===== config.mk =====
export PLATFORM = sky130hd
export DESIGN_NAME = diff_drive_pose_integrator_core
export DESIGN_NICKNAME = d
export VERILOG_FILES = /design/src/design/ddpi_pkg.sv /design/src/design/ddpi_serial_mul.sv /design/src/design/ddpi_serial_div.sv /design/src/design/ddpi_cordic.sv /design/src/design/diff_drive_pose_integrator_core.sv
export SDC_FILE = /design/constraint.sdc
export NUM_CORES = 2
export LEC_CHECK = 0
export BUFFER_PORTS_ARGS = -buffer_cell sky130_fd_sc_hd__buf_2
export CAP_MARGIN = 20
export CORE_ASPECT_RATIO = 0.8
export CORE_MARGIN = 4
export CORE_UTILIZATION = 45
export DETAILED_ROUTE_END_ITERATION = 12
export PLACE_DENSITY = 0.61
export SYNTH_ARGS = -nofsm -noshare
export SYNTH_HDL_FRONTEND = slang
export SYNTH_HIERARCHICAL = 1
export SYNTH_SLANG_ARGS = --single-unit

===== constraint.sdc =====
create_clock -name clk -period 11.25 [get_ports clk]
set_input_delay 0.5625 -clock clk [delete_from_list [all_inputs] [get_ports clk]]
set_output_delay 0.5625 -clock clk [all_outputs]
set_load 0.005 [all_outputs]

===== src/design/ddpi_pkg.sv =====
// ----------------------------------------------------------------------------
// ddpi_pkg
// Shared constants, codes, types and helper functions of the differential
// drive pose integrator.
// ----------------------------------------------------------------------------
package ddpi_pkg;

  localparam int CORDIC_STEPS_DEF = 24;
  localparam int POS_FRAC_DEF     = 16;

  localparam int ANG_W   = 34;
  localparam int MUL_W   = 32;
  localparam int PROD_W  = 2 * MUL_W;
  localparam int DNUM_W  = 64;
  localparam int DDEN_W  = 40;
  localparam int ATAN_N  = 30;

  localparam logic signed [ANG_W-1:0] TWO_PI_Q28  = 34'sd1686629713;
  localparam logic signed [ANG_W-1:0] PI_Q28      = 34'sd843314857;
  localparam logic signed [ANG_W-1:0] HALF_PI_Q28 = 34'sd421657428;
  localparam logic signed [ANG_W-1:0] GAIN_Q30    = 34'sd652032874;

  localparam logic [1:0] ACT_SET_VEL = 2'd0;
  localparam logic [1:0] ACT_TICK    = 2'd1;
  localparam logic [1:0] ACT_START   = 2'd2;
  localparam logic [1:0] ACT_NONE    = 2'd3;

  localparam logic [2:0] REG_MAX_LIN   = 3'd0;
  localparam logic [2:0] REG_MAX_TURN  = 3'd1;
  localparam logic [2:0] REG_STEP_TIME = 3'd2;
  localparam logic [2:0] REG_START_X   = 3'd3;
  localparam logic [2:0] REG_START_Y   = 3'd4;

  typedef enum logic [4:0] {
    ST_IDLE,
    ST_TH_GO,
    ST_TH_WAIT,
    ST_REDUCE,
    ST_SC1_GO,
    ST_SC1_WAIT,
    ST_SC2_GO,
    ST_SC2_WAIT,
    ST_ARC_MUL_GO,
    ST_ARC_MUL_WAIT,
    ST_ARC_DIV_GO,
    ST_ARC_DIV_WAIT,
    ST_LIN_GO,
    ST_LIN_WAIT,
    ST_PROJ_GO,
    ST_PROJ_WAIT,
    ST_UPDATE,
    ST_DONE
  } seq_state_t;

  function automatic logic [31:0] atan_q28(input logic [4:0] idx);
    logic [31:0] val;
    case (idx)
      5'd0:  val = 32'd210828714;
      5'd1:  val = 32'd124459457;
      5'd2:  val = 32'd65760959;
      5'd3:  val = 32'd33381290;
      5'd4:  val = 32'd16755422;
      5'd5:  val = 32'd8385879;
      5'd6:  val = 32'd4193963;
      5'd7:  val = 32'd2097109;
      5'd8:  val = 32'd1048571;
      5'd9:  val = 32'd524287;
      5'd10: val = 32'd262144;
      5'd11: val = 32'd131072;
      5'd12: val = 32'd65536;
      5'd13: val = 32'd32768;
      5'd14: val = 32'd16384;
      5'd15: val = 32'd8192;
      5'd16: val = 32'd4096;
      5'd17: val = 32'd2048;
      5'd18: val = 32'd1024;
      5'd19: val = 32'd512;
      5'd20: val = 32'd256;
      5'd21: val = 32'd128;
      5'd22: val = 32'd64;
      5'd23: val = 32'd32;
      5'd24: val = 32'd16;
      5'd25: val = 32'd8;
      5'd26: val = 32'd4;
      5'd27: val = 32'd2;
      5'd28: val = 32'd1;
      5'd29: val = 32'd1;
      default: val = 32'd0;
    endcase
    return val;
  endfunction

  function automatic logic signed [15:0] clamp_vel(input logic signed [15:0] cmd,
                                                   input logic [14:0] lim);
    logic signed [16:0] c;
    logic signed [16:0] hi;
    logic signed [16:0] r;
    c  = 17'(cmd);
    hi = $signed({2'b00, lim});
    r  = c;
    if (c > hi) begin
      r = hi;
    end
    if (c < -hi) begin
      r = -hi;
    end
    return r[15:0];
  endfunction

  function automatic logic signed [31:0] sat_add(input logic signed [31:0] p,
                                                 input logic signed [63:0] d);
    logic signed [64:0] s;
    logic signed [31:0] r;
    s = 65'(p) + 65'(d);
    if (s > 65'sd2147483647) begin
      r = 32'sh7fffffff;
    end else if (s < -65'sd2147483648) begin
      r = 32'sh80000000;
    end else begin
      r = s[31:0];
    end
    return r;
  endfunction

endpackage


===== src/design/ddpi_serial_mul.sv =====
// ----------------------------------------------------------------------------
// ddpi_serial_mul
// Unsigned shift-and-add multiplier that retires one multiplier bit per cycle.
// ----------------------------------------------------------------------------
module ddpi_serial_mul (
  input  logic                         clk,
  input  logic                         rst_n,
  input  logic                         start,
  input  logic [ddpi_pkg::MUL_W-1:0]   a,
  input  logic [ddpi_pkg::MUL_W-1:0]   b,
  output logic                         done,
  output logic [ddpi_pkg::PROD_W-1:0]  prod
);

  localparam int W     = ddpi_pkg::MUL_W;
  localparam int CNT_W = $clog2(W);

  logic             active_r;
  logic             done_r;
  logic [CNT_W-1:0] cnt_r;
  logic [W-1:0]     a_r;
  logic [W-1:0]     b_r;
  logic [2*W-1:0]   acc_r;
  logic [W:0]       sum;

  assign sum  = {1'b0, acc_r[2*W-1:W]} + (b_r[0] ? {1'b0, a_r} : {(W+1){1'b0}});
  assign done = done_r;
  assign prod = acc_r;

  always_ff @(posedge clk) begin
    if (!rst_n) begin
      active_r <= 1'b0;
      done_r   <= 1'b0;
      cnt_r    <= '0;
    end else begin
      done_r <= 1'b0;
      if (start) begin
        active_r <= 1'b1;
        cnt_r    <= '0;
      end else if (active_r) begin
        cnt_r <= cnt_r + 1'b1;
        if (cnt_r == CNT_W'(W - 1)) begin
          active_r <= 1'b0;
          done_r   <= 1'b1;
        end
      end
    end
  end

  always_ff @(posedge clk) begin
    if (start) begin
      a_r   <= a;
      b_r   <= b;
      acc_r <= '0;
    end else if (active_r) begin
      acc_r <= {sum, acc_r[W-1:1]};
      b_r   <= {1'b0, b_r[W-1:1]};
    end
  end

endmodule


===== src/design/ddpi_serial_div.sv =====
// ----------------------------------------------------------------------------
// ddpi_serial_div
// Unsigned restoring divider that produces one quotient bit per cycle.
// ----------------------------------------------------------------------------
module ddpi_serial_div (
  input  logic                         clk,
  input  logic                         rst_n,
  input  logic                         start,
  input  logic [ddpi_pkg::DNUM_W-1:0]  num,
  input  logic [ddpi_pkg::DDEN_W-1:0]  den,
  output logic                         done,
  output logic [ddpi_pkg::DNUM_W-1:0]  quot
);

  localparam int NW    = ddpi_pkg::DNUM_W;
  localparam int DW    = ddpi_pkg::DDEN_W;
  localparam int CNT_W = $clog2(NW);

  logic             active_r;
  logic             done_r;
  logic [CNT_W-1:0] cnt_r;
  logic [NW-1:0]    q_r;
  logic [DW-1:0]    rem_r;
  logic [DW-1:0]    den_r;
  logic [DW:0]      shifted;
  logic [DW:0]      diff;
  logic             ge;

  assign shifted = {rem_r, q_r[NW-1]};
  assign ge      = shifted >= {1'b0, den_r};
  assign diff    = shifted - {1'b0, den_r};
  assign done    = done_r;
  assign quot    = q_r;

  always_ff @(posedge clk) begin
    if (!rst_n) begin
      active_r <= 1'b0;
      done_r   <= 1'b0;
      cnt_r    <= '0;
    end else begin
      done_r <= 1'b0;
      if (start) begin
        active_r <= 1'b1;
        cnt_r    <= '0;
      end else if (active_r) begin
        cnt_r <= cnt_r + 1'b1;
        if (cnt_r == CNT_W'(NW - 1)) begin
          active_r <= 1'b0;
          done_r   <= 1'b1;
        end
      end
    end
  end

  always_ff @(posedge clk) begin
    if (start) begin
      q_r   <= num;
      rem_r <= '0;
      den_r <= den;
    end else if (active_r) begin
      rem_r <= ge ? diff[DW-1:0] : shifted[DW-1:0];
      q_r   <= {q_r[NW-2:0], ge};
    end
  end

endmodule


===== src/design/ddpi_cordic.sv =====
// ----------------------------------------------------------------------------
// ddpi_cordic
// Rotation-mode CORDIC with quadrant folding, one iteration per cycle.
// ----------------------------------------------------------------------------
module ddpi_cordic #(
  parameter int STEPS = ddpi_pkg::CORDIC_STEPS_DEF
) (
  input  logic                               clk,
  input  logic                               rst_n,
  input  logic                               start,
  input  logic signed [31:0]                 angle,
  output logic                               done,
  output logic signed [ddpi_pkg::ANG_W-1:0]  sin_o,
  output logic signed [ddpi_pkg::ANG_W-1:0]  cos_o
);

  localparam int AW    = ddpi_pkg::ANG_W;
  localparam int CNT_W = $clog2(STEPS + 2);

  logic                 active_r;
  logic                 done_r;
  logic [CNT_W-1:0]     cnt_r;
  logic                 neg_r;
  logic signed [AW-1:0] x_r;
  logic signed [AW-1:0] y_r;
  logic signed [AW-1:0] z_r;
  logic [4:0]           idx;
  logic signed [AW-1:0] xs;
  logic signed [AW-1:0] ys;
  logic signed [AW-1:0] at;

  assign idx   = 5'(cnt_r - CNT_W'(2));
  assign xs    = x_r >>> idx;
  assign ys    = y_r >>> idx;
  assign at    = $signed({2'b00, ddpi_pkg::atan_q28(idx)});
  assign done  = done_r;
  assign sin_o = neg_r ? -y_r : y_r;
  assign cos_o = neg_r ? -x_r : x_r;

  always_ff @(posedge clk) begin
    if (!rst_n) begin
      active_r <= 1'b0;
      done_r   <= 1'b0;
      cnt_r    <= '0;
    end else begin
      done_r <= 1'b0;
      if (start) begin
        active_r <= 1'b1;
        cnt_r    <= '0;
      end else if (active_r) begin
        cnt_r <= cnt_r + 1'b1;
        if (cnt_r == CNT_W'(STEPS + 1)) begin
          active_r <= 1'b0;
          done_r   <= 1'b1;
        end
      end
    end
  end

  always_ff @(posedge clk) begin
    if (start) begin
      z_r   <= AW'(angle);
      neg_r <= 1'b0;
    end else if (active_r) begin
      if (cnt_r == CNT_W'(0)) begin
        if (z_r > ddpi_pkg::PI_Q28) begin
          z_r <= z_r - ddpi_pkg::TWO_PI_Q28;
        end else if (z_r < -ddpi_pkg::PI_Q28) begin
          z_r <= z_r + ddpi_pkg::TWO_PI_Q28;
        end
      end else if (cnt_r == CNT_W'(1)) begin
        x_r <= ddpi_pkg::GAIN_Q30;
        y_r <= '0;
        if (z_r > ddpi_pkg::HALF_PI_Q28) begin
          z_r   <= z_r - ddpi_pkg::PI_Q28;
          neg_r <= 1'b1;
        end else if (z_r < -ddpi_pkg::HALF_PI_Q28) begin
          z_r   <= z_r + ddpi_pkg::PI_Q28;
          neg_r <= 1'b1;
        end
      end else if (z_r >= 0) begin
        x_r <= x_r - ys;
        y_r <= y_r + xs;
        z_r <= z_r - at;
      end else begin
        x_r <= x_r + ys;
        y_r <= y_r - xs;
        z_r <= z_r + at;
      end
    end
  end

endmodule


===== src/design/diff_drive_pose_integrator_core.sv =====
// ----------------------------------------------------------------------------
// diff_drive_pose_integrator_core
// Dead-reckoning pose integrator for a differential-drive robot using the
// exact arc, with serial multiplier, divider and CORDIC units.
//
//   Channel  Direction  Handshake            Payload
//   in       request    in_valid/in_stall    action, linear and angular command
//   out      result     out_valid/out_stall  x, y, heading, speeds
//   cfg      write/read psel/penable/pready  five registers at 4*index
//
// A velocity, start or unknown request goes from idle straight to the done
// state. A tick runs the heading multiply, wrap reduction and a CORDIC run on
// the old heading; an arc adds a CORDIC run on the new heading and a multiply
// and a divide per axis, a straight step a distance multiply and a multiply
// per axis. One request is in work at a time; the result waits in an
// output register while out_stall is high. Reset is synchronous and active low.
// ----------------------------------------------------------------------------
module diff_drive_pose_integrator_core #(
  parameter int CORDIC_STEPS       = ddpi_pkg::CORDIC_STEPS_DEF,
  parameter int POSITION_FRAC_BITS = ddpi_pkg::POS_FRAC_DEF
) (
  input  logic               clk,
  input  logic               rst_n,
  input  logic               in_valid,
  output logic               in_stall,
  input  logic [1:0]         in_action,
  input  logic signed [15:0] in_linear_command,
  input  logic signed [15:0] in_angular_command,
  output logic               out_valid,
  input  logic               out_stall,
  output logic signed [31:0] out_pos_x_out,
  output logic signed [31:0] out_pos_y_out,
  output logic signed [31:0] out_heading_out,
  output logic signed [15:0] out_linear_speed_out,
  output logic signed [15:0] out_turn_rate_out,
  input  logic               psel,
  input  logic               penable,
  input  logic               pwrite,
  input  logic [4:0]         paddr,
  input  logic [31:0]        pwdata,
  output logic [31:0]        prdata,
  output logic               pready
);

  localparam int AW         = ddpi_pkg::ANG_W;
  localparam int MW         = ddpi_pkg::MUL_W;
  localparam int PW         = ddpi_pkg::PROD_W;
  localparam int NW         = ddpi_pkg::DNUM_W;
  localparam int DW         = ddpi_pkg::DDEN_W;
  localparam int DEN_SHIFT  = 30 - POSITION_FRAC_BITS;
  localparam int PROJ_SHIFT = 54 - POSITION_FRAC_BITS;

  ddpi_pkg::seq_state_t state_r, state_nxt;

  logic [14:0]        max_lin_r;
  logic [14:0]        max_turn_r;
  logic [19:0]        step_time_r;
  logic signed [31:0] start_x_r;
  logic signed [31:0] start_y_r;

  logic signed [31:0] pos_x_r;
  logic signed [31:0] pos_y_r;
  logic signed [31:0] heading_r;
  logic signed [15:0] lin_r;
  logic signed [15:0] turn_r;

  logic signed [AW-1:0] h2_r;
  logic signed [AW-1:0] s1_r;
  logic signed [AW-1:0] c1_r;
  logic signed [AW:0]   ds_r;
  logic signed [AW:0]   dc_r;
  logic [MW-1:0]        d24_mag_r;
  logic                 d24_neg_r;
  logic                 sign_r;
  logic                 axis_r;
  logic signed [63:0]   dx_r;
  logic signed [63:0]   dy_r;

  logic               out_valid_r;
  logic signed [31:0] out_x_r;
  logic signed [31:0] out_y_r;
  logic signed [31:0] out_h_r;
  logic signed [15:0] out_v_r;
  logic signed [15:0] out_w_r;

  logic           mul_start;
  logic [MW-1:0]  mul_a;
  logic [MW-1:0]  mul_b;
  logic           mul_done;
  logic [PW-1:0]  mul_prod;
  logic           div_start;
  logic [NW-1:0]  div_num;
  logic [DW-1:0]  div_den;
  logic           div_done;
  logic [NW-1:0]  div_quot;
  logic           cor_start;
  logic signed [31:0]   cor_angle;
  logic                 cor_done;
  logic signed [AW-1:0] cor_sin;
  logic signed [AW-1:0] cor_cos;

  logic               accept;
  logic               cfg_write;
  logic               out_free;
  logic [15:0]        v_mag;
  logic [15:0]        w_mag;
  logic [AW:0]        ds_mag;
  logic [AW:0]        dc_mag;
  logic [AW-1:0]      s1_mag;
  logic [AW-1:0]      c1_mag;
  logic [35:0]        th_round;
  logic [35:0]        lin_round;
  logic signed [AW-1:0] dth;
  logic [PW-1:0]      proj_round;
  logic [PW-1:0]      proj_mag;
  logic signed [63:0] proj_delta;
  logic signed [63:0] arc_delta;

  assign accept    = (state_r == ddpi_pkg::ST_IDLE) && in_valid;
  assign in_stall  = state_r != ddpi_pkg::ST_IDLE;
  assign cfg_write = psel && penable && pwrite;
  assign pready    = 1'b1;
  assign out_free  = !out_valid_r || !out_stall;

  assign v_mag  = lin_r[15] ? 16'(-lin_r) : 16'(lin_r);
  assign w_mag  = turn_r[15] ? 16'(-turn_r) : 16'(turn_r);
  assign ds_mag = ds_r[AW] ? (AW+1)'(-ds_r) : (AW+1)'(ds_r);
  assign dc_mag = dc_r[AW] ? (AW+1)'(-dc_r) : (AW+1)'(dc_r);
  assign s1_mag = s1_r[AW-1] ? AW'(-s1_r) : AW'(s1_r);
  assign c1_mag = c1_r[AW-1] ? AW'(-c1_r) : AW'(c1_r);

  assign th_round   = mul_prod[35:0] + 36'd8;
  assign dth        = turn_r[15] ? -$signed({2'b00, th_round[35:4]})
                                 : $signed({2'b00, th_round[35:4]});
  assign lin_round  = mul_prod[35:0] + 36'd128;
  assign proj_round = mul_prod + (PW'(1) << (PROJ_SHIFT - 1));
  assign proj_mag   = proj_round >> PROJ_SHIFT;
  assign proj_delta = sign_r ? -$signed(proj_mag) : $signed(proj_mag);
  assign arc_delta  = sign_r ? -$signed(div_quot) : $signed(div_quot);
  assign div_den    = DW'(w_mag) << DEN_SHIFT;

  ddpi_serial_mul u_mul (
    .clk   (clk),
    .rst_n (rst_n),
    .start (mul_start),
    .a     (mul_a),
    .b     (mul_b),
    .done  (mul_done),
    .prod  (mul_prod)
  );

  ddpi_serial_div u_div (
    .clk   (clk),
    .rst_n (rst_n),
    .start (div_start),
    .num   (div_num),
    .den   (div_den),
    .done  (div_done),
    .quot  (div_quot)
  );

  ddpi_cordic #(
    .STEPS (CORDIC_STEPS)
  ) u_cordic (
    .clk   (clk),
    .rst_n (rst_n),
    .start (cor_start),
    .angle (cor_angle),
    .done  (cor_done),
    .sin_o (cor_sin),
    .cos_o (cor_cos)
  );

  always_comb begin
    state_nxt = state_r;
    case (state_r)
      ddpi_pkg::ST_IDLE: begin
        if (in_valid) begin
          state_nxt = (in_action == ddpi_pkg::ACT_TICK) ? ddpi_pkg::ST_TH_GO
                                                        : ddpi_pkg::ST_DONE;
        end
      end
      ddpi_pkg::ST_TH_GO: state_nxt = ddpi_pkg::ST_TH_WAIT;
      ddpi_pkg::ST_TH_WAIT: begin
        if (mul_done) begin
          state_nxt = ddpi_pkg::ST_REDUCE;
        end
      end
      ddpi_pkg::ST_REDUCE: begin
        if (h2_r < ddpi_pkg::TWO_PI_Q28 && h2_r > -ddpi_pkg::TWO_PI_Q28) begin
          state_nxt = ddpi_pkg::ST_SC1_GO;
        end
      end
      ddpi_pkg::ST_SC1_GO: state_nxt = ddpi_pkg::ST_SC1_WAIT;
      ddpi_pkg::ST_SC1_WAIT: begin
        if (cor_done) begin
          state_nxt = (turn_r != 16'sd0) ? ddpi_pkg::ST_SC2_GO : ddpi_pkg::ST_LIN_GO;
        end
      end
      ddpi_pkg::ST_SC2_GO: state_nxt = ddpi_pkg::ST_SC2_WAIT;
      ddpi_pkg::ST_SC2_WAIT: begin
        if (cor_done) begin
          state_nxt = ddpi_pkg::ST_ARC_MUL_GO;
        end
      end
      ddpi_pkg::ST_ARC_MUL_GO: state_nxt = ddpi_pkg::ST_ARC_MUL_WAIT;
      ddpi_pkg::ST_ARC_MUL_WAIT: begin
        if (mul_done) begin
          state_nxt = ddpi_pkg::ST_ARC_DIV_GO;
        end
      end
      ddpi_pkg::ST_ARC_DIV_GO: state_nxt = ddpi_pkg::ST_ARC_DIV_WAIT;
      ddpi_pkg::ST_ARC_DIV_WAIT: begin
        if (div_done) begin
          state_nxt = axis_r ? ddpi_pkg::ST_UPDATE : ddpi_pkg::ST_ARC_MUL_GO;
        end
      end
      ddpi_pkg::ST_LIN_GO: state_nxt = ddpi_pkg::ST_LIN_WAIT;
      ddpi_pkg::ST_LIN_WAIT: begin
        if (mul_done) begin
          state_nxt = ddpi_pkg::ST_PROJ_GO;
        end
      end
      ddpi_pkg::ST_PROJ_GO: state_nxt = ddpi_pkg::ST_PROJ_WAIT;
      ddpi_pkg::ST_PROJ_WAIT: begin
        if (mul_done) begin
          state_nxt = axis_r ? ddpi_pkg::ST_UPDATE : ddpi_pkg::ST_PROJ_GO;
        end
      end
      ddpi_pkg::ST_UPDATE: state_nxt = ddpi_pkg::ST_DONE;
      ddpi_pkg::ST_DONE: begin
        if (out_free) begin
          state_nxt = ddpi_pkg::ST_IDLE;
        end
      end
      default: state_nxt = ddpi_pkg::ST_IDLE;
    endcase
  end

  always_comb begin
    mul_start = 1'b0;
    mul_a     = '0;
    mul_b     = '0;
    div_start = 1'b0;
    div_num   = '0;
    cor_start = 1'b0;
    cor_angle = '0;
    case (state_r)
      ddpi_pkg::ST_TH_GO: begin
        mul_start = 1'b1;
        mul_a     = MW'(w_mag);
        mul_b     = MW'(step_time_r);
      end
      ddpi_pkg::ST_SC1_GO: begin
        cor_start = 1'b1;
        cor_angle = heading_r;
      end
      ddpi_pkg::ST_SC2_GO: begin
        cor_start = 1'b1;
        cor_angle = h2_r[31:0];
      end
      ddpi_pkg::ST_ARC_MUL_GO: begin
        mul_start = 1'b1;
        mul_a     = MW'(v_mag);
        mul_b     = axis_r ? dc_mag[MW-1:0] : ds_mag[MW-1:0];
      end
      ddpi_pkg::ST_ARC_DIV_GO: begin
        div_start = 1'b1;
        div_num   = NW'(mul_prod) + NW'(div_den[DW-1:1]);
      end
      ddpi_pkg::ST_LIN_GO: begin
        mul_start = 1'b1;
        mul_a     = MW'(v_mag);
        mul_b     = MW'(step_time_r);
      end
      ddpi_pkg::ST_PROJ_GO: begin
        mul_start = 1'b1;
        mul_a     = d24_mag_r;
        mul_b     = axis_r ? s1_mag[MW-1:0] : c1_mag[MW-1:0];
      end
      default: begin
        mul_start = 1'b0;
      end
    endcase
  end

  always_comb begin
    case (paddr[4:2])
      ddpi_pkg::REG_MAX_LIN:   prdata = 32'(max_lin_r);
      ddpi_pkg::REG_MAX_TURN:  prdata = 32'(max_turn_r);
      ddpi_pkg::REG_STEP_TIME: prdata = 32'(step_time_r);
      ddpi_pkg::REG_START_X:   prdata = start_x_r;
      ddpi_pkg::REG_START_Y:   prdata = start_y_r;
      default:                 prdata = 32'd0;
    endcase
  end

  always_ff @(posedge clk) begin
    if (!rst_n) begin
      state_r     <= ddpi_pkg::ST_IDLE;
      out_valid_r <= 1'b0;
      max_lin_r   <= 15'd4096;
      max_turn_r  <= 15'd12868;
      step_time_r <= 20'd20972;
      start_x_r   <= '0;
      start_y_r   <= '0;
      pos_x_r     <= '0;
      pos_y_r     <= '0;
      heading_r   <= '0;
      lin_r       <= '0;
      turn_r      <= '0;
    end else begin
      state_r <= state_nxt;
      if (state_r == ddpi_pkg::ST_DONE && out_free) begin
        out_valid_r <= 1'b1;
      end else if (!out_stall) begin
        out_valid_r <= 1'b0;
      end
      if (cfg_write) begin
        case (paddr[4:2])
          ddpi_pkg::REG_MAX_LIN:   max_lin_r   <= pwdata[14:0];
          ddpi_pkg::REG_MAX_TURN:  max_turn_r  <= pwdata[14:0];
          ddpi_pkg::REG_STEP_TIME: step_time_r <= pwdata[19:0];
          ddpi_pkg::REG_START_X:   start_x_r   <= pwdata;
          ddpi_pkg::REG_START_Y:   start_y_r   <= pwdata;
          default: begin
          end
        endcase
      end
      if (accept) begin
        case (in_action)
          ddpi_pkg::ACT_SET_VEL: begin
            lin_r  <= ddpi_pkg::clamp_vel(in_linear_command, max_lin_r);
            turn_r <= ddpi_pkg::clamp_vel(in_angular_command, max_turn_r);
          end
          ddpi_pkg::ACT_START: begin
            pos_x_r   <= start_x_r;
            pos_y_r   <= start_y_r;
            heading_r <= '0;
          end
          default: begin
          end
        endcase
      end
      if (state_r == ddpi_pkg::ST_UPDATE) begin
        pos_x_r   <= ddpi_pkg::sat_add(pos_x_r, dx_r);
        pos_y_r   <= ddpi_pkg::sat_add(pos_y_r, dy_r);
        heading_r <= h2_r[31:0];
      end
    end
  end

  always_ff @(posedge clk) begin
    case (state_r)
      ddpi_pkg::ST_TH_WAIT: begin
        if (mul_done) begin
          h2_r <= AW'(heading_r) + dth;
        end
      end
      ddpi_pkg::ST_REDUCE: begin
        if (h2_r >= ddpi_pkg::TWO_PI_Q28) begin
          h2_r <= h2_r - ddpi_pkg::TWO_PI_Q28;
        end else if (h2_r <= -ddpi_pkg::TWO_PI_Q28) begin
          h2_r <= h2_r + ddpi_pkg::TWO_PI_Q28;
        end
      end
      ddpi_pkg::ST_SC1_WAIT: begin
        if (cor_done) begin
          s1_r   <= cor_sin;
          c1_r   <= cor_cos;
          axis_r <= 1'b0;
        end
      end
      ddpi_pkg::ST_SC2_WAIT: begin
        if (cor_done) begin
          ds_r <= (AW+1)'(cor_sin) - (AW+1)'(s1_r);
          dc_r <= (AW+1)'(c1_r) - (AW+1)'(cor_cos);
        end
      end
      ddpi_pkg::ST_ARC_MUL_GO: begin
        sign_r <= lin_r[15] ^ turn_r[15] ^ (axis_r ? dc_r[AW] : ds_r[AW]);
      end
      ddpi_pkg::ST_ARC_DIV_WAIT: begin
        if (div_done) begin
          if (axis_r) begin
            dy_r <= arc_delta;
          end else begin
            dx_r <= arc_delta;
          end
          axis_r <= 1'b1;
        end
      end
      ddpi_pkg::ST_LIN_WAIT: begin
        if (mul_done) begin
          d24_mag_r <= MW'(lin_round[35:8]);
          d24_neg_r <= lin_r[15];
        end
      end
      ddpi_pkg::ST_PROJ_GO: begin
        sign_r <= d24_neg_r ^ (axis_r ? s1_r[AW-1] : c1_r[AW-1]);
      end
      ddpi_pkg::ST_PROJ_WAIT: begin
        if (mul_done) begin
          if (axis_r) begin
            dy_r <= proj_delta;
          end else begin
            dx_r <= proj_delta;
          end
          axis_r <= 1'b1;
        end
      end
      ddpi_pkg::ST_DONE: begin
        if (out_free) begin
          out_x_r <= pos_x_r;
          out_y_r <= pos_y_r;
          out_h_r <= heading_r;
          out_v_r <= lin_r;
          out_w_r <= turn_r;
        end
      end
      default: begin
      end
    endcase
  end

  assign out_valid            = out_valid_r;
  assign out_pos_x_out        = out_x_r;
  assign out_pos_y_out        = out_y_r;
  assign out_heading_out      = out_h_r;
  assign out_linear_speed_out = out_v_r;
  assign out_turn_rate_out    = out_w_r;

endmodule


; ---- After elaboration in Yosys (flattened, before gate mapping)
; Memory sizes are Yosys's and may differ from the RTL's.
; Index checks and enable logic that the tools add are counted.
[totals]
reg_bits = 1080
rom_bits = 896
inputBits = 78
elab_cells = 322
memories = 1
[mem_list]
columns = memory, depth, word_bits, read_ports, rd_ports_with_merged_regs, write_ports, line
row1 = (no name shown), 32, 28, 1, 0, 0, ddpi_pkg.sv:57  ; case (idx)
[classes]
n_addsub = 40
n_lt_le_gt_ge = 18
n_eq_ne = 45
shift = 2
muxes = 107
bitwise_logic = 9
reduce_logical = 53
[ops]
columns = operator, count
row1 = 64-bit 2-to-1 mux, 13
row2 = 32-bit 2-to-1 mux, 22
row3 = 34-bit 2-to-1 mux, 17
row4 = 64-bit one-hot mux with 2 select lines, 2
row5 = 32-bit one-hot mux with 5 select lines, 1
row6 = 32-bit by 64-bit adder with 65-bit output, 2
row7 = 65-bit by 32-bit > comparator with 1-bit output (second input constant), 2
row8 = 65-bit by 32-bit < comparator with 1-bit output (second input constant), 2
row9 = 32-bit negation, 4
row10 = 16-bit 2-to-1 mux, 6
row11 = 32-bit one-hot mux with 3 select lines, 1
row12 = 5-bit one-hot mux with 18 select lines, 1
row13 = 28-bit one-hot mux with 3 select lines, 1
row14 = 34-bit by 34-bit subtractor with 35-bit output, 2
row15 = 34-bit by 32-bit adder with 34-bit output (second input constant), 2
row16 = 34-bit adder, 2
row17 = 34-bit negation, 2
row18 = 34-bit one-hot mux with 2 select lines, 1
row19 = 34-bit by 5-bit >>> shifter with 34-bit output, 2
row20 = 34-bit by 32-bit subtractor with 34-bit output (second input constant), 2
row21 = 34-bit subtractor, 2
row22 = 5-bit 2-to-1 mux, 13
row23 = 64-bit by 29-bit adder with 64-bit output, 1
row24 = 64-bit by 38-bit adder with 64-bit output (second input constant), 1
row25 = 71 further kinds, 170

; ---- Depth between registers and ports, before layout
; An unclocked memory read counts as a cell.
[logic_depth]
ltp_word = 8
mapped_depth = 35
mapped_depth_nobuf = 24

; ---- Cells and area by module
; The synthesis kept the hierarchy.
[modules_own_cells]
columns = mod, n_inst, cells_each, area_each_um2, seq_area_each_um2
row1 = diff_drive_pose_integrator_core, 1, 6778, 55389.4, 18627.9
row2 = ddpi_cordic, 1, 2726, 22092.4, 3223.1
row3 = ddpi_serial_div, 1, 769, 8315.5, 4083.9
row4 = ddpi_serial_mul, 1, 635, 6806.5, 3343.2

; ---- Worst setup path after synthesis
; No wires, ideal clock.
[synth_path]
path_type = reg-to-reg
start = register h2_r[0]
end = register h2_r[0] (enable)
arrival_time_ps = 8267
setup_slack_ps = 2373
path_stages_with_launch = 16
n_path_buf = 4
period_less_slack_ps = 8877
path_cell_list = edfxtp_1 -> clkbuf_1 -> inv_1 -> ha_1 -> or3b_2 -> a21oi_1 -> o21ai_0 -> a21o_1 -> a21oi_1 -> o21ai_0 -> o31a_1 -> clkbuf_1 -> clkbuf_1 -> buf_1 -> nor2_1 -> a2111oi_0
[synth_via]
elab_chain_cells = 3
elab_cells_between_ends = 4
[synth_lines]
columns = item, line
row1 = start: declaration, diff_drive_pose_integrator_core.sv:67  ; logic signed [AW-1:0] h2_r;
row2 = start signal: assignment, diff_drive_pose_integrator_core.sv:357  ; h2_r <= AW'(heading_r) + dth;
row3 = start signal: assignment, diff_drive_pose_integrator_core.sv:362  ; h2_r <= h2_r - ddpi_pkg::TWO_PI_Q28;
row4 = start signal: assignment, diff_drive_pose_integrator_core.sv:364  ; h2_r <= h2_r + ddpi_pkg::TWO_PI_Q28;
row5 = 34-bit by 32-bit >= comparator with 1-bit output or 34-bit by 32-bit <= comparator with 1-bit output (tied branches), "diff_drive_pose_integrator_core.sv:361, diff_drive_pose_integrator_core.sv:363"
row6 = 3-bit inequality test (no line) (*), n/a
row7 = 3-bit AND reduction (no line) (*), n/a
; Mark *: on every way between the ends. The rest lies on a longest branch, timed or not.
; A chain may end at the register's enable or synchronous reset.

; ---- Worst setup path after layout
[layout_path]
start = register u_cordic.cnt_r[1]
end = register u_cordic.x_r[32], data pin
[layout_via]
elab_chain_cells = 4
elab_cells_between_ends = 6
[layout_lines]
columns = item, line
row1 = start: declaration, ddpi_cordic.sv:22  ; logic [CNT_W-1:0] cnt_r;
row2 = start signal: assignment, ddpi_cordic.sv:51  ; cnt_r <= cnt_r + 1'b1;
row3 = 5-bit by 2-bit subtractor with 5-bit output, ddpi_cordic.sv:32  ; assign idx = 5'(cnt_r - CNT_W'(2));
row4 = 34-bit by 5-bit >>> shifter with 34-bit output, ddpi_cordic.sv:34  ; assign ys = y_r >>> idx;
row5 = 34-bit adder or 34-bit subtractor (tied branches), "ddpi_cordic.sv:86, ddpi_cordic.sv:82"
row6 = 34-bit 2-to-1 mux, ddpi_cordic.sv:81  ; end else if (z_r >= 0) begin
row7 = end signal: assignment, ddpi_cordic.sv:72  ; x_r <= ddpi_pkg::GAIN_Q30;
row8 = end signal: assignment, ddpi_cordic.sv:82  ; x_r <= x_r - ys;
row9 = end signal: assignment, ddpi_cordic.sv:86  ; x_r <= x_r + ys;
row10 = end: declaration, ddpi_cordic.sv:24  ; logic signed [AW-1:0] x_r;
; Parallel ways exist; a longest one is shown, timed or not.

==> impl_metrics.py <==
metrics = {
    "route": {
        "ant_nets": 0,
        "wl_per_cell_um": 25.3,
        "vias": 86553,
        "drtIter0Drc": 10933,
        "drt_first_pass_iters": 8,
        "drt-total-wl_um": 345000,
        "drc_errors": 0,
        "viasPerCell": 6.36,
    },
    "run": {
        "max_cap_viol_count": 0,
    },
    "critical_path": {
        "cp-start-kind": "flop",
        "worstSetupStartpoint": "u_cordic/cnt_r[1]$_SDFFE_PP0P_",
        "crit_end": "u_cordic/x_r[32]$_SDFFCE_PP0P_",
        "reg2reg_to": "u_cordic/x_r[32]$_SDFFCE_PP0P_",
        "critPathCaptureType": "flop",
        "path_max_fanout": 54,
        "r2r_cells": 24,
        "rrSetupSlack_ns": 2.81,
        "cp_data_required_time_ns": 11.75,
        "cp.arrival_ns": 8.94,
        "critPathKind": "flop to flop",
        "reg2reg_from": "u_cordic/cnt_r[1]$_SDFFE_PP0P_",
    },
    "timing": {
        "min_period_ns": 8.44,
        "setup_tns_ns": 0,
        "clock.fmax_mhz": 119,
        "setup_viol": 0,
        "worst_pin_slew_ns": 1.38,
        "relSlewSlack": 0.0767,
        "drv_slew": 0,
        "clock_skew_ns": 0.0292,
        "fin_crit_sh": 0.750,
        "hold_violations": 0,
        "rsz0062_at_grt": "no",
    },
    "clock_network": {
        "post_cts_buffers": 0,
        "cts_buffers": 121,
        "clk_path_buf_depth": 3,
        "htreeDepth": 3,
        "clk_latency_ns": 0.80,
        "cts_tree": "built",
        "root_buffer": "clkbuf_16",
        "cts.sink_count": 1100,
        "clk_pin_slew_ns": 0.07,
    },
    "pwr": {
        "p_comb_frac": 0.430,
        "p_seq_frac": 0.321,
        "powerDensity_nw_per_um2": 171,
        "p_int_mw": 10.1,
        "peakVddDrop_mv": 0.138,
        "leakage_nw": 38.0,
        "clockPowerShare": 0.249,
        "netSwitchingFraction": 0.414,
        "netSwitchingPower_mw": 7.11,
    },
    "outcome": {
        "outcome": "completed",
    },
    "floorplan": {
        "die_area_um2": 213000,
        "fp-row-count": 148,
        "die_x_um": 515,
        "coreArea_um2": 204000,
        "io_pins": 241,
        "die_h_um": 414,
        "start_util": 0.454,
    },
    "place": {
        "dpl_cell_area_um2": 95700,
        "port_buffers": 237,
        "place_hpwl_um": 266000,
        "finalWeightedCongestion": 0.989,
    },
    "yosys": {
        "synth_edf_count": 725,
        "netlist_area_um2": 92600,
        "synth-seq-area-share": 0.316,
        "ys_types": 139,
        "synthArstFlopShare": 0,
        "synth-seq-cells": 1100,
        "yosysTopAreaCell": "edfxtp_1",
        "synth.top_cell.area_share": 0.235,
        "synth_cells": 10908,
        "synthTopCellsByArea": "edfxtp_1, dfxtp_1, ha_1",
        "synth.most_common_cell": "nand2_1",
        "yosys_most_used_dff": "edfxtp_1",
        "ys_top_cells_by_count": "nand2_1, a21oi_1, nor2_1",
        "syn_area_per_cell_um2": 8.49,
        "yosys_warnings": 6,
    },
    "global_routing": {
        "grt_pass1_vias": 78939,
        "grt_pass1_wl_um": 510000,
        "gr-total-overflow": 0,
        "grt_usage": 0.311,
        "grt_max_degree": 129,
        "antenna_found_initial": 37,
    },
    "finish": {
        "syn_to_final_growth_pct": 8.14,
        "drive_gt1_frac": 0.0909,
        "final_area_um2": 100000,
        "layout.nets": 11436,
        "utilization": 0.491,
        "fillers": 19567,
    },
    "hold_path": {
        "hold_class": "input port to flop",
    },
}
sequential cells by signal (all words and copies together), names as in the netlist, 33 cells and up:
name / cells
dc_r: 33
h2_r: 34
c1_r: 34
u_div/quot: 64
u_mul/prod: 64
u_div/rem_r: 40
u_div/den_r: 40
ds_r: 33
u_cordic/x_r: 34
u_cordic/z_r: 34
s1_r: 34
dx_r: 64
dy_r: 64
u_cordic/y_r: 34
logic make-up after synthesis:
family                     share of synthesized area
AOI/OAI and AO/OA                              0.212
buffers and inverters                         0.0481
xor gates and xnor gates                      0.0888
muxes                                         0.0652
adders and majority gates                     0.0769
and+or+nand+nor                                0.193
DFF                                            0.316
other                                      0.0000811
cell type report:
class	count	area, µm²	share of cell area
well taps	2700	3380	0.0337
repair buffers	399	2510	0.0251
inverters	396	1500	0.0149
flip-flops and latches	1100	29300	0.293
clock inverters	62	691	0.00690
diodes	6	15.0	0.000150
clock buffers	167	3520	0.0351
multi-input cells	8778	59200	0.592
critical path: stages, from the launching register on:
cell and delay (ns):
dfxtp_4 0.68, inv_1 0.08, buf_4 0.32, ha_4 0.85, buf_4 0.70, inv_1 0.09, buf_4 0.32, mux2_2 0.37
nor2_1 0.08, o21ai_0 0.26, nor4b_1 0.60, nand4_1 0.26, nand2b_1 0.23, o31ai_1 0.25, xnor2_1 0.24, ha_1 0.37
a21oi_1 0.23, a32oi_1 0.18, and4_1 0.25, o41ai_1 0.77, o21ai_0 0.30, o22ai_1 0.29, o21ai_0 0.15, xnor2_1 0.16
nor2_1 0.05
stage by stage:
step | hold slack (ns) | cells | setup slack, ns | power (mW)
after floorplan | 0.406 | 10935 | 2.37 | 10.6
after global placement | 0.460 | 13345 | 3.00 | 12.7
after detailed placement | 0.464 | 13350 | 3.00 | 12.8
after CTS | 0.00270 | 13597 | 2.90 | 17.1
after global routing | 0.0443 | 13603 | 2.17 | 18.1
final | 0.0784 | 13608 | 2.81 | 17.2
cells in the final DEF, fill, tap and decap left out, types with 128 or more instances in the layout:
cell | Yosys | final
buf_2 | 82 | 237
inv_1 | 390 | 388
mux2i_1 | 253 | 253
o21ai_0 | 673 | 673
dfxtp_1 | 375 | 368
nand4_1 | 136 | 136
xor2_1 | 375 | 375
nor3_1 | 222 | 215
xnor2_1 | 558 | 557
o31ai_1 | 130 | 130
ha_1 | 550 | 549
a21o_1 | 178 | 178
mux2_2 | 136 | 136
edfxtp_1 | 725 | 725
nor2_1 | 750 | 741
clkbuf_16 | 0 | 128
nand3_1 | 358 | 357
a21oi_1 | 794 | 793
nand2_1 | 1493 | 1489
buf_4 | 16 | 137
power groups by stage:
stage / combinational, mW / clock [mW] / sequential, mW
after detailed placement: 7.19 / 0 / 5.57
after global placement: 7.10 / 0 / 5.56
after CTS: 7.24 / 4.36 / 5.48
final: 7.39 / 4.28 / 5.50
after floorplan: 5.33 / 0 / 5.27
after global routing: 8.07 / 4.51 / 5.53
layer usage:
metal  track usage  part of all wire
met3        0.0750              0.11
met1         0.467              0.46
met5             0          0.000093
met2         0.432              0.40
met4         0.102             0.038
worst min path at each step:
| stage | start | end | slack, ns | depth (start not counted) |
|---|---|---|---|---|
| 3_5_place_dp | start_y_r[17]$_SDFFE_PN0P_ | start_y_r[17]$_SDFFE_PN0P_ | 0.46 | 2 |
| 5_1_grt | pwdata[4] | max_lin_r[4]$_SDFFE_PN0P_ | 0.04 | 3 |
| 6_report | pwdata[9] | start_x_r[9]$_SDFFE_PN0P_ | 0.08 | 3 |
| 2_1_floorplan | turn_r[15]$_SDFFE_PN0P_ | out_turn_rate_out[15]$_DFFE_PP_ | 0.41 | 0 |
| 3_3_place_gp | start_x_r[23]$_SDFFE_PN0P_ | start_x_r[23]$_SDFFE_PN0P_ | 0.46 | 2 |
| 4_1_cts | pwdata[4] | start_y_r[4]$_SDFFE_PN0P_ | 0.003 | 3 |
timing repair:
item	in CTS	in global routing
setup endpoints to repair	0	0
hold buffers	18	0
resized for setup	0	0
endpoints found under the hold margin	36	0
(Power assumes the default switching activity.)
